$ cat src/hw/rtl/bal_pkg.sv
// Types, constants and helper functions for the box and label overlay.
package bal_pkg;

  localparam int PIX_W   = 16;
  localparam int COL_W   = 9;
  localparam int ROW_W   = 8;
  localparam int CRD_W   = 12;
  localparam int CFG_A_W = 3;
  localparam int CFG_D_W = 16;

  // Label geometry
  localparam int LABEL_W    = 74;
  localparam int LABEL_H    = 18;
  localparam int LABEL_PAD  = 2;
  localparam int CHAR_STEP  = 12;
  localparam int CHAR_COUNT = 6;
  localparam int FONT_W     = 5;
  localparam int FONT_H     = 7;
  localparam logic [PIX_W-1:0] LABEL_BG = 16'h0000;

  // 5x7 glyphs spelling TARGET, one row per entry, MSB is the leftmost dot
  localparam logic [FONT_W-1:0] FONT_ROWS [CHAR_COUNT][FONT_H] = '{
    '{5'h1F, 5'h04, 5'h04, 5'h04, 5'h04, 5'h04, 5'h04},  // T
    '{5'h0E, 5'h11, 5'h11, 5'h1F, 5'h11, 5'h11, 5'h11},  // A
    '{5'h1E, 5'h11, 5'h11, 5'h1E, 5'h14, 5'h12, 5'h11},  // R
    '{5'h0E, 5'h11, 5'h10, 5'h17, 5'h11, 5'h11, 5'h0E},  // G
    '{5'h1F, 5'h10, 5'h10, 5'h1E, 5'h10, 5'h10, 5'h1F},  // E
    '{5'h1F, 5'h04, 5'h04, 5'h04, 5'h04, 5'h04, 5'h04}   // T
  };

  // Configuration register indexes
  typedef enum logic [CFG_A_W-1:0] {
    REG_BOX_A_X    = 3'd0,
    REG_BOX_A_Y    = 3'd1,
    REG_BOX_B_X    = 3'd2,
    REG_BOX_B_Y    = 3'd3,
    REG_BOX_COLOR  = 3'd4,
    REG_LABEL_X    = 3'd5,
    REG_LABEL_Y    = 3'd6,
    REG_OVL_ENABLE = 3'd7
  } cfg_reg_t;

  // Derived drawing geometry, recomputed from the registers every cycle
  typedef struct packed {
    logic             box_on;    // box enabled and at least partly in frame
    logic             ring1_on;  // inner ring is not empty
    logic [CRD_W-1:0] bx1;
    logic [CRD_W-1:0] bx2;
    logic [CRD_W-1:0] by1;
    logic [CRD_W-1:0] by2;
    logic [CRD_W-1:0] ix1;
    logic [CRD_W-1:0] ix2;
    logic [CRD_W-1:0] iy1;
    logic [CRD_W-1:0] iy2;
    logic [PIX_W-1:0] box_color;
    logic             label_on;
    logic [CRD_W-1:0] lx;
    logic [CRD_W-1:0] ly;
  } geom_t;

  // Signed clamp on 13-bit values
  function automatic logic signed [CRD_W:0] clamp13(
    input logic signed [CRD_W:0] v,
    input logic signed [CRD_W:0] lo,
    input logic signed [CRD_W:0] hi
  );
    logic signed [CRD_W:0] res;
    if (v < lo) begin
      res = lo;
    end else if (v > hi) begin
      res = hi;
    end else begin
      res = v;
    end
    return res;
  endfunction

  // Pixel lies on the outline of rectangle [l,rt] x [tp,bt]
  function automatic logic ring_hit(
    input logic [CRD_W-1:0] c,
    input logic [CRD_W-1:0] r,
    input logic [CRD_W-1:0] l,
    input logic [CRD_W-1:0] rt,
    input logic [CRD_W-1:0] tp,
    input logic [CRD_W-1:0] bt
  );
    logic horiz;
    logic vert;
    horiz = (r == tp || r == bt) && c >= l && c <= rt;
    vert  = (c == l || c == rt) && r >= tp && r <= bt;
    return horiz || vert;
  endfunction

  // Glyph dot at offset (dx, dy) from the text origin, font doubled in scale
  function automatic logic glyph_dot(
    input logic [6:0] dx,
    input logic [3:0] dy
  );
    logic       dot;
    logic [6:0] char_off;
    logic [2:0] fcol;
    dot      = 1'b0;
    char_off = '0;
    fcol     = '0;
    for (int k = 0; k < CHAR_COUNT; k++) begin
      if (dx >= 7'(k * CHAR_STEP) && dx < 7'(k * CHAR_STEP + 2 * FONT_W)) begin
        char_off = dx - 7'(k * CHAR_STEP);
        fcol     = 3'(FONT_W - 1) - char_off[3:1];
        dot      = FONT_ROWS[k][dy[3:1]][fcol];
      end
    end
    return dot;
  endfunction

endpackage

$ cat src/hw/rtl/bal_geom.sv
// Configuration registers and registered box and label geometry.
module bal_geom
  import bal_pkg::*;
#(
  parameter int FRAME_WIDTH  = 320,
  parameter int FRAME_HEIGHT = 240
) (
  input  logic               clk,
  input  logic               rst_n,
  input  logic               cfg_we,
  input  logic [CFG_A_W-1:0] cfg_addr,
  input  logic [CFG_D_W-1:0] cfg_data,
  output geom_t              geom
);

  localparam int MAXX = (FRAME_WIDTH > LABEL_W) ? FRAME_WIDTH - LABEL_W : 0;
  localparam int MAXY = (FRAME_HEIGHT > LABEL_H) ? FRAME_HEIGHT - LABEL_H : 0;
  localparam logic signed [CRD_W:0] FW_S   = (CRD_W+1)'(FRAME_WIDTH);
  localparam logic signed [CRD_W:0] FH_S   = (CRD_W+1)'(FRAME_HEIGHT);
  localparam logic signed [CRD_W:0] MAXX_S = (CRD_W+1)'(MAXX);
  localparam logic signed [CRD_W:0] MAXY_S = (CRD_W+1)'(MAXY);
  localparam logic signed [CRD_W:0] ZERO_S = '0;
  localparam logic signed [CRD_W:0] ONE_S  = (CRD_W+1)'(1);

  logic [CRD_W-1:0] ax_r, ay_r, bx_r, by_r, anc_x_r, anc_y_r;
  logic [PIX_W-1:0] color_r;
  logic [1:0]       en_r;
  geom_t            geom_r, geom_nxt;

  // Register writes
  always_ff @(posedge clk) begin
    if (!rst_n) begin
      ax_r    <= '0;
      ay_r    <= '0;
      bx_r    <= '0;
      by_r    <= '0;
      color_r <= 16'hFFFF;
      anc_x_r <= '0;
      anc_y_r <= '0;
      en_r    <= '0;
    end else if (cfg_we) begin
      unique case (cfg_reg_t'(cfg_addr))
        REG_BOX_A_X:    ax_r    <= cfg_data[CRD_W-1:0];
        REG_BOX_A_Y:    ay_r    <= cfg_data[CRD_W-1:0];
        REG_BOX_B_X:    bx_r    <= cfg_data[CRD_W-1:0];
        REG_BOX_B_Y:    by_r    <= cfg_data[CRD_W-1:0];
        REG_BOX_COLOR:  color_r <= cfg_data[PIX_W-1:0];
        REG_LABEL_X:    anc_x_r <= cfg_data[CRD_W-1:0];
        REG_LABEL_Y:    anc_y_r <= cfg_data[CRD_W-1:0];
        REG_OVL_ENABLE: en_r    <= cfg_data[1:0];
        default:        en_r    <= en_r;
      endcase
    end
  end

  // Sort, clamp and place; sign-extend to 13 bits first
  always_comb begin
    logic signed [CRD_W:0] ax, ay, bx, by, ancx, ancy;
    logic signed [CRD_W:0] x_lo, x_hi, y_lo, y_hi;
    logic signed [CRD_W:0] x1c, x2c, y1c, y2c;
    logic signed [CRD_W:0] lx, ly_a, ly;
    logic                  outside;
    ax   = {ax_r[CRD_W-1], ax_r};
    ay   = {ay_r[CRD_W-1], ay_r};
    bx   = {bx_r[CRD_W-1], bx_r};
    by   = {by_r[CRD_W-1], by_r};
    ancx = {anc_x_r[CRD_W-1], anc_x_r};
    ancy = {anc_y_r[CRD_W-1], anc_y_r};

    x_lo = (ax > bx) ? bx : ax;
    x_hi = (ax > bx) ? ax : bx;
    y_lo = (ay > by) ? by : ay;
    y_hi = (ay > by) ? ay : by;
    outside = (x_hi < ZERO_S) || (y_hi < ZERO_S) || (x_lo >= FW_S) || (y_lo >= FH_S);

    x1c = clamp13(x_lo, ZERO_S, FW_S - ONE_S);
    x2c = clamp13(x_hi, ZERO_S, FW_S - ONE_S);
    y1c = clamp13(y_lo, ZERO_S, FH_S - ONE_S);
    y2c = clamp13(y_hi, ZERO_S, FH_S - ONE_S);

    lx   = clamp13(ancx, ZERO_S, MAXX_S);
    ly_a = ancy - (CRD_W+1)'(LABEL_H);
    ly   = (ly_a < ZERO_S) ? clamp13(ancy, ZERO_S, MAXY_S) : ly_a;

    geom_nxt.box_on    = en_r[0] && !outside;
    geom_nxt.ring1_on  = (x1c + ONE_S <= x2c - ONE_S) && (y1c + ONE_S <= y2c - ONE_S);
    geom_nxt.bx1       = x1c[CRD_W-1:0];
    geom_nxt.bx2       = x2c[CRD_W-1:0];
    geom_nxt.by1       = y1c[CRD_W-1:0];
    geom_nxt.by2       = y2c[CRD_W-1:0];
    geom_nxt.ix1       = CRD_W'(x1c + ONE_S);
    geom_nxt.ix2       = CRD_W'(x2c - ONE_S);
    geom_nxt.iy1       = CRD_W'(y1c + ONE_S);
    geom_nxt.iy2       = CRD_W'(y2c - ONE_S);
    geom_nxt.box_color = color_r;
    geom_nxt.label_on  = en_r[1];
    geom_nxt.lx        = lx[CRD_W-1:0];
    geom_nxt.ly        = ly[CRD_W-1:0];
  end

  // Geometry register: follows the config registers in the next cycle
  always_ff @(posedge clk) begin
    geom_r <= geom_nxt;
  end

  assign geom = geom_r;

endmodule

$ cat src/hw/rtl/bal_pixel.sv
// Per-pixel datapath: input register, box and label tests, output register.
module bal_pixel
  import bal_pkg::*;
#(
  parameter int FRAME_WIDTH  = 320,
  parameter int FRAME_HEIGHT = 240,
  parameter int TEXT_COLOR   = 63488
) (
  input  logic             clk,
  input  logic             rst_n,
  input  logic             in_take,
  input  logic [PIX_W-1:0] in_pix,
  input  logic [COL_W-1:0] in_col,
  input  logic [ROW_W-1:0] in_row,
  input  geom_t            geom,
  output logic             out_vld,
  output logic [PIX_W-1:0] out_pix
);

  logic             in_vld_r;
  logic [PIX_W-1:0] pix_r;
  logic [COL_W-1:0] col_r;
  logic [ROW_W-1:0] row_r;
  logic             out_vld_r;
  logic [PIX_W-1:0] out_pix_r, out_pix_nxt;

  // Input register
  always_ff @(posedge clk) begin
    if (!rst_n) begin
      in_vld_r <= 1'b0;
    end else begin
      in_vld_r <= in_take;
    end
  end

  always_ff @(posedge clk) begin
    if (in_take) begin
      pix_r <= in_pix;
      col_r <= in_col;
      row_r <= in_row;
    end
  end

  // Overlay decision; label is drawn over the box
  always_comb begin
    logic [CRD_W-1:0] c, r;
    logic [CRD_W-1:0] offx, offy;
    logic             in_frame, box_hit, in_label, in_text, dot;
    c = {{(CRD_W-COL_W){1'b0}}, col_r};
    r = {{(CRD_W-ROW_W){1'b0}}, row_r};
    // 13-bit compare so a frame size of 4096 still fits
    in_frame = ({1'b0, c} < (CRD_W+1)'(FRAME_WIDTH)) &&
               ({1'b0, r} < (CRD_W+1)'(FRAME_HEIGHT));

    box_hit = geom.box_on &&
              (ring_hit(c, r, geom.bx1, geom.bx2, geom.by1, geom.by2) ||
               (geom.ring1_on &&
                ring_hit(c, r, geom.ix1, geom.ix2, geom.iy1, geom.iy2)));

    offx     = c - geom.lx;
    offy     = r - geom.ly;
    in_label = (c >= geom.lx) && (offx < CRD_W'(LABEL_W)) &&
               (r >= geom.ly) && (offy < CRD_W'(LABEL_H));
    in_text  = (offx >= CRD_W'(LABEL_PAD)) && (offy >= CRD_W'(LABEL_PAD)) &&
               (offy < CRD_W'(LABEL_PAD + 2 * FONT_H));
    dot      = glyph_dot(7'(offx - CRD_W'(LABEL_PAD)), 4'(offy - CRD_W'(LABEL_PAD)));

    out_pix_nxt = pix_r;
    if (in_frame) begin
      if (box_hit) begin
        out_pix_nxt = geom.box_color;
      end
      if (geom.label_on && in_label) begin
        out_pix_nxt = (in_text && dot) ? PIX_W'(TEXT_COLOR) : LABEL_BG;
      end
    end
  end

  // Result register
  always_ff @(posedge clk) begin
    if (!rst_n) begin
      out_vld_r <= 1'b0;
    end else begin
      out_vld_r <= in_vld_r;
    end
  end

  always_ff @(posedge clk) begin
    if (in_vld_r) begin
      out_pix_r <= out_pix_nxt;
    end
  end

  assign out_vld = out_vld_r;
  assign out_pix = out_pix_r;

endmodule

$ cat src/hw/rtl/box_and_label_overlay.sv
// Top level of the box and label overlay for an RGB565 pixel stream.
//
// Usage:
//   Pixel channel: drive in_pixel_in, in_pixel_column and in_pixel_row with
//   start high; the item is taken at any rising edge where busy is low.
//   busy is high only during reset and the cycle after it, so one pixel
//   can be taken every clock.
//   Result channel: out_valid strobes for one cycle with out_pixel_out.
//   Each result passes the input register, then the result register;
//   throughput is one item per clock while busy is low. The receiver
//   has no way to stall, so results are presented once and must be
//   captured on the strobe.
//   Config channel: cfg_addr selects the register, cfg_data carries its
//   value; a write lands on an edge with cfg_valid and cfg_ready high.
//   Write only while no pixels are in flight; the derived geometry
//   follows in the cycle after the write.
//   Reset (synchronous, active low) clears the pipeline valids and loads
//   the register defaults: box white, both overlays disabled.
module box_and_label_overlay
  import bal_pkg::*;
#(
  parameter int FRAME_WIDTH  = 320,
  parameter int FRAME_HEIGHT = 240,
  parameter int TEXT_COLOR   = 63488
) (
  input  logic               clk,
  input  logic               rst_n,
  // pixel input
  input  logic               start,
  output logic               busy,
  input  logic [PIX_W-1:0]   in_pixel_in,
  input  logic [COL_W-1:0]   in_pixel_column,
  input  logic [ROW_W-1:0]   in_pixel_row,
  // pixel result
  output logic               out_valid,
  output logic [PIX_W-1:0]   out_pixel_out,
  // configuration
  input  logic               cfg_valid,
  output logic               cfg_ready,
  input  logic [CFG_A_W-1:0] cfg_addr,
  input  logic [CFG_D_W-1:0] cfg_data
);

  logic  busy_r;
  geom_t geom;

  // Held busy through reset and the cycle after it while geometry settles
  always_ff @(posedge clk) begin
    if (!rst_n) begin
      busy_r <= 1'b1;
    end else begin
      busy_r <= 1'b0;
    end
  end

  assign busy      = busy_r;
  assign cfg_ready = ~busy_r;

  bal_geom #(
    .FRAME_WIDTH (FRAME_WIDTH),
    .FRAME_HEIGHT(FRAME_HEIGHT)
  ) u_geom (
    .clk     (clk),
    .rst_n   (rst_n),
    .cfg_we  (cfg_valid && cfg_ready),
    .cfg_addr(cfg_addr),
    .cfg_data(cfg_data),
    .geom    (geom)
  );

  bal_pixel #(
    .FRAME_WIDTH (FRAME_WIDTH),
    .FRAME_HEIGHT(FRAME_HEIGHT),
    .TEXT_COLOR  (TEXT_COLOR)
  ) u_pixel (
    .clk    (clk),
    .rst_n  (rst_n),
    .in_take(start && !busy_r),
    .in_pix (in_pixel_in),
    .in_col (in_pixel_column),
    .in_row (in_pixel_row),
    .geom   (geom),
    .out_vld(out_valid),
    .out_pix(out_pixel_out)
  );

endmodule

$ cat config.mk
export PLATFORM = sky130hd
export DESIGN_NAME = box_and_label_overlay
export DESIGN_NICKNAME = d
export VERILOG_FILES = /design/src/hw/rtl/bal_pkg.sv /design/src/hw/rtl/bal_geom.sv /design/src/hw/rtl/bal_pixel.sv /design/src/hw/rtl/box_and_label_overlay.sv
export SDC_FILE = /design/constraint.sdc
export NUM_CORES = 1
export LEC_CHECK = 0
export BUFFER_PORTS_ARGS = -buffer_cell sky130_fd_sc_hd__buf_4
export CORE_MARGIN = 5
export CORE_UTILIZATION = 30
export DETAILED_ROUTE_END_ITERATION = 6
export SYNTH_ARGS = -nofsm -noshare
export SYNTH_HDL_FRONTEND = slang
export SYNTH_SLANG_ARGS = --single-unit
$ cat constraint.sdc
create_clock -name clk -period 6.2 [get_ports clk]
set_input_delay 1.24 -clock clk [delete_from_list [all_inputs] [get_ports clk]]
set_output_delay 1.24 -clock clk [all_outputs]
set_load 0.02 [all_outputs]
## Word-level counts from Yosys, hierarchy flattened

Memory sizes are Yosys's and may differ from the RTL's.
Index checks and enable logic that the tools add are counted.

| storage, ports and cells | value |
|---|---|
| flip-flop bits (word level) | 281 |
| ROM bits | 200 |
| input port bits | 56 |
| output and inout port bits | 19 |
| logic and storage cells | 226 |
| memories kept | 5 |

| cells by class | value |
|---|---|
| add/sub/neg operators | 20 |
| $lt $le $gt $ge | 55 |
| eq/ne operators | 15 |
| multiplexer cells | 49 |
| bitwise logic cells | 2 |
| reductions and logical operators | 50 |

Memory list:

| name | depth | bits a word | rd ports | clocked after Yosys merged registers in | wr ports | line | text |
|---|---|---|---|---|---|---|---|
| (name not given) | 8 | 5 | 1 | 0 | 0 | bal_pkg.sv:109 | `dot = FONT_ROWS[k][dy[3:1]][fcol];` |
| (name not given) | 8 | 5 | 1 | 0 | 0 | bal_pkg.sv:109 |  |
| (name not given) | 8 | 5 | 1 | 0 | 0 | bal_pkg.sv:109 |  |
| (name not given) | 8 | 5 | 1 | 0 | 0 | bal_pkg.sv:109 |  |
| (name not given) | 8 | 5 | 1 | 0 | 0 | bal_pkg.sv:109 |  |

Operators with widths:

| kind | number |
|---|---|
| 13-bit two-way mux | 12 |
| 13-bit by 1-bit < comparator with 1-bit output (second input constant) | 5 |
| 16-bit two-way mux | 4 |
| 5-bit two-way mux | 10 |
| 8-bit by 12-bit equality test with 1-bit output | 4 |
| 9-bit by 12-bit equality test with 1-bit output | 4 |
| 8-bit by 12-bit >= comparator with 1-bit output | 3 |
| 9-bit by 12-bit >= comparator with 1-bit output | 3 |
| 12-bit two-way mux | 3 |
| 1-bit logical AND | 28 |
| 13-bit by 2-bit adder with 13-bit output (second input constant) | 2 |
| 13-bit by 10-bit > comparator with 1-bit output (second input constant) | 2 |
| 13-bit by 9-bit > comparator with 1-bit output (second input constant) | 2 |
| 13-bit less-or-equal comparator | 2 |
| 13-bit by 2-bit subtractor with 13-bit output (second input constant) | 2 |
| 12-bit by 2-bit >= comparator with 1-bit output (second input constant) | 2 |
| 12-bit > comparator | 2 |
| 12-bit by 9-bit > comparator with 1-bit output (second input constant) | 2 |
| 8-bit by 12-bit less-or-equal comparator with 1-bit output | 2 |
| 9-bit by 12-bit less-or-equal comparator with 1-bit output | 2 |
| 12-bit by 1-bit < comparator with 1-bit output (second input constant) | 2 |
| 12-bit by 5-bit < comparator with 1-bit output (second input constant) | 2 |
| 3-bit by 4-bit < comparator with 1-bit output (second input constant) | 6 |
| 7-bit by 6-bit >= comparator with 1-bit output (second input constant) | 3 |
| 35 further kinds | 82 |

## Depth between registers and ports, before layout

| logic depth | value |
|---|---|
| depth in word-level cells | 18 |
| gate-level depth with buffers | 30 |
| mapped depth without buffers | 26 |

## Hierarchy

From an unflattened synthesis, not the netlist that was laid out.

| second synthesis, totals | value |
|---|---|
| cell total of the unflattened synthesis | 1,757 |
| area total of the unflattened synthesis | 15,597.5 µm² |

By module, submodules not included:

| module | instances | cells each | area an instance (µm²) | sequential area each (µm²) |
|---|---|---|---|---|
| bal_geom | 1 | 1,132 | 10,000.8 | 4,504.3 |
| bal_pixel | 1 | 620 | 5,556.6 | 1,511.4 |
| box_and_label_overlay | 1 | 5 | 40.0 | 20.0 |

## Worst setup path after synthesis

No wires, ideal clock.

| path | value |
|---|---|
| path type | register -> register |
| start point | register u_geom.bx_r[11] |
| end point | register u_geom.geom_r (netlist bit u_geom.geom[137]) |
| arrival time | 4.958 ns |
| required time | 6.127 ns |
| path slack | 1.169 ns |
| stages on the path, launching flop included | 28 |
| period minus slack after synthesis | 5.031 ns |
| cells stage by stage | dfxtp_1 -> clkbuf_1 -> inv_1 -> ha_1 -> nand4_2 -> a311o_2 -> o2111a_2 -> nor2_1 -> a22o_1 -> a221o_1 -> buf_2 -> a21oi_1 -> inv_1 -> ha_1 -> o21ai_2 -> nor3_1 -> xor2_1 -> inv_1 -> ha_1 -> a21o_1 -> a21o_1 -> a21oi_1 -> o21ai_0 -> a21o_1 -> a21o_1 -> a21oi_1 -> o21ai_0 -> nor3_2 |

RTL lines:

| element | line | text |
|---|---|---|
| start, declared | bal_geom.sv:25 | `logic [CRD_W-1:0] ax_r, ay_r, bx_r, by_r, anc_x_r, anc_y_r;` |
| start signal, assigned | bal_geom.sv:45 | `REG_BOX_B_X: bx_r <= cfg_data[CRD_W-1:0];` |
| end signal, assigned | bal_geom.sv:103 | `geom_r <= geom_nxt;` |
| end, declared | bal_geom.sv:28 | `geom_t geom_r, geom_nxt;` |

==> out/summary.txt <==
IO Pins - 75
Area Growth Syn to Fin - 15.0%
RSZ-0062 raised after global routing - no
Worst Setup EP - u_geom.geom[137]
met1 Use GR - 20.5%
Num CTS Buffers - 29
Ys Warns - 0
# rows - 83
Final setup viols - 0
Slew headroom - 15.3%
Post-CTS Setup Bufs - 0
drt total wl - 43900 um
max-cap violations - 0
r2r endpoint - u_geom.geom[137]
Crit Path Class - flop to flop
Die W - 238 um
share of cells above drive strength 1 - 10.5%
skew final - 0.0231 ns
sum of negative setup slack - 0 ns
Yosys top cell area share - 29.4%
Hold/Removal Path Class - flop to flop
status - completed
DR DRC count - 0
Top Usage Layer GRT - met2
FF-to-FF Start - u_geom.bx_r[11]
Synth Instances - 1740
antenna violations before repair - 3
Layout fillers - 5245
worst slew pin tran - 1.27 ns
Post-synth ARST share - 0%
register area share after synthesis - 38.8%
peak supply drop - 0.127 mV
Final Hold Vio Count - 0
gr usage total - 15.0%
CP max FO - 30
cts hold-fix bufs - 0
Nets - 2027
DP Cell Count - 2469
depth of the worst register-to-register path - 26
flop-to-flop setup slack - 0.51 ns
DRT iter0 DRCs - 798
per-cell routed wire length - 17.4 um
Worst setup EP type - flop
Die Ht - 238 um
Max Clk Rate - 0.176 GHz
fin util - 34.9%
via count - 12600
PD cells - 295 nW/um^2
core area - 51300 sq um
vias in the first global route - 12300
final max-slew violation count - 0
Synth Flop Type - dfxtp_1
worst hold slack - 0.348 ns
GRT Residual Overflow - 0
Max Buffers Root-to-Sink - 3
final period utilization - 91.8%
Final HPWL DP - 33200 um
latest clock arrival within the worst-skew pair - 0.58 ns
vias per cell - 4.99
mapped cell area - 15600 sq um
met2 Usage GRT - 24.5%
met3 Track Usage GR - 2.12%
first-pass GRT wire length - 68400 um
CTS tree - done
Worst Setup SP - u_geom.bx_r[11]
WP data required - 6.70 ns
Routed Antenna Nets - 0
post-route non-filler standard cell count - 2524
synth top area cells - dfxtp_1 (29%), ha_1 (12%), edfxtp_1 (9.5%)
number of iterations in the first detailed-routing pass - 5
die area - 56500 sq um
CTS Sinks - 277
largest net degree at the start of global routing - 49
initial core utilization - 30.3%
Critical Path Start Type - flop
EDFF count, synth - 49
PortBufs - 74
routability cong. - 0.914
critical path arrival - 6.19 ns
P_leak - 7.64 nW
Final min period - 5.69 ns
Clock transition at path regs - 0.06 ns
Yosys top cell by area - dfxtp_1
Synth cell types - 104
#FFs+latches synth - 277
Synth Area per Inst - 8.94 sq um
Root Driver - clkbuf_16
H-tree depth - 1
Post-CTS Resized - 0
hold path startpoint - u_geom.color_r[0]
[layout by cell type (no fill, tap or decap), types with 5 or more instances in the layout]
master / instances
a211oi_1: 13
a41oi_1: 6
and3_1: 10
mux2i_1: 77
or3_1: 8
a31oi_1: 12
nor2_1: 151
a221oi_1: 6
nand4_1: 26
a21oi_1: 101
mux2_2: 7
a21o_1: 37
clkinv_2: 7
xor2_1: 15
a221o_1: 6
dfxtp_1: 228
nor3_1: 33
buf_4: 87
conb_1: 28
edfxtp_1: 49
a32oi_1: 5
nand2_1: 188
nor4_1: 15
ha_1: 149
nand2b_1: 18
clkbuf_16: 29
o31ai_1: 9
o21ai_0: 35
nor2b_1: 25
nand3b_1: 7
nand3_1: 87
xnor2_1: 25
o21a_1: 18
inv_1: 149
or4_1: 8
o211ai_1: 20
and2_1: 9
[state kept, by name, indices dropped and copies added, names as in the netlist, 16 cells and up]
signal	flops
u_geom.color_r	16
u_geom.geom	135
u_pixel.pix_r	16
u_pixel.out_pix	16
[critical path, stage by stage (launching register included)]
cell and delay, ns:
dfxtp_1 0.56, inv_1 0.09, ha_1 0.33, buf_4 0.25, inv_1 0.10, a21o_1 0.17, and3_1 0.48, mux2_2 0.41
a221oi_2 0.40, nor2_1 0.19, a21oi_1 0.21, inv_1 0.07, ha_1 0.23, o21ai_2 0.12, nor3_1 0.10, xor2_1 0.17
inv_1 0.08, ha_1 0.29, a21o_1 0.18, a21o_1 0.16, a21oi_1 0.12, o21ai_0 0.11, a21o_1 0.19, a21o_1 0.17
a21oi_1 0.13, o21ai_0 0.17, nor3_2 0.13
[synthesized netlist by cell type (34+ instances only)]
cell type	instances
a21oi_1	101
a21o_1	37
nor3_1	34
ha_1	149
o21ai_0	35
clkbuf_1	43
mux2i_1	78
dfxtp_1	228
nand3_1	87
edfxtp_1	49
inv_1	150
nor2_1	151
nand2_1	188
[per-stage QoR]
stage / power, W / setup WS, ns / area (sq um)
4_1_cts: 0.00531 / 0.544 / 17900
6_report: 0.00527 / 0.506 / 17900
5_1_grt: 0.00558 / 0.0944 / 17900
3_3_place_gp: 0.00346 / 0.637 / 16900
3_5_place_dp: 0.00350 / 0.604 / 16900
2_1_floorplan: 0.00313 / 1.17 / 15700
[logic make-up after synthesis]
group | synth area share, %
xor+xnor | 2.61
compound gates | 15.5
other cells | 0.0241
mux | 5.79
simple gates | 19.4
flops | 38.8
buf+inv | 5.60
fa+ha+maj | 12.2
[worst min path at each step]
stage	slack, ns	end	cells after the start
global placement	0.34	u_geom.geom[26]	0
global route	0.35	u_geom.geom[25]	0
floorplan	0.33	u_geom.geom[24]	0
CTS	0.35	u_geom.geom[25]	0
detailed placement	0.34	u_geom.geom[34]	0
finish	0.35	u_geom.geom[25]	0
[area by class of cell]
class,instances,area (sq um),share of cell area [%]
antenna,2,5.00,0.0280
clock inverter,19,221,1.24
multi-input combinational,1272,8770,49.0
inverter,153,574,3.21
clock buffer,34,774,4.33
sequential,277,6040,33.8
timing repair buffer,87,653,3.65
tap,680,851,4.76
[where the power goes]
part	switching, W	leakage (nW)	total [W]	internal (W)
Clock	0.000734	0.483	0.00180	0.00106
Sequential	0.0000735	2.32	0.00208	0.00200
Combinational	0.000835	4.83	0.00140	0.000564
[layer usage]
layer  wire length (um)  share of wire (%)
met5                 20              0.046
met4               1300                3.0
met3               2380                5.4
met2              20000                 46
met1              20200                 46
(Power assumes the default switching activity.)
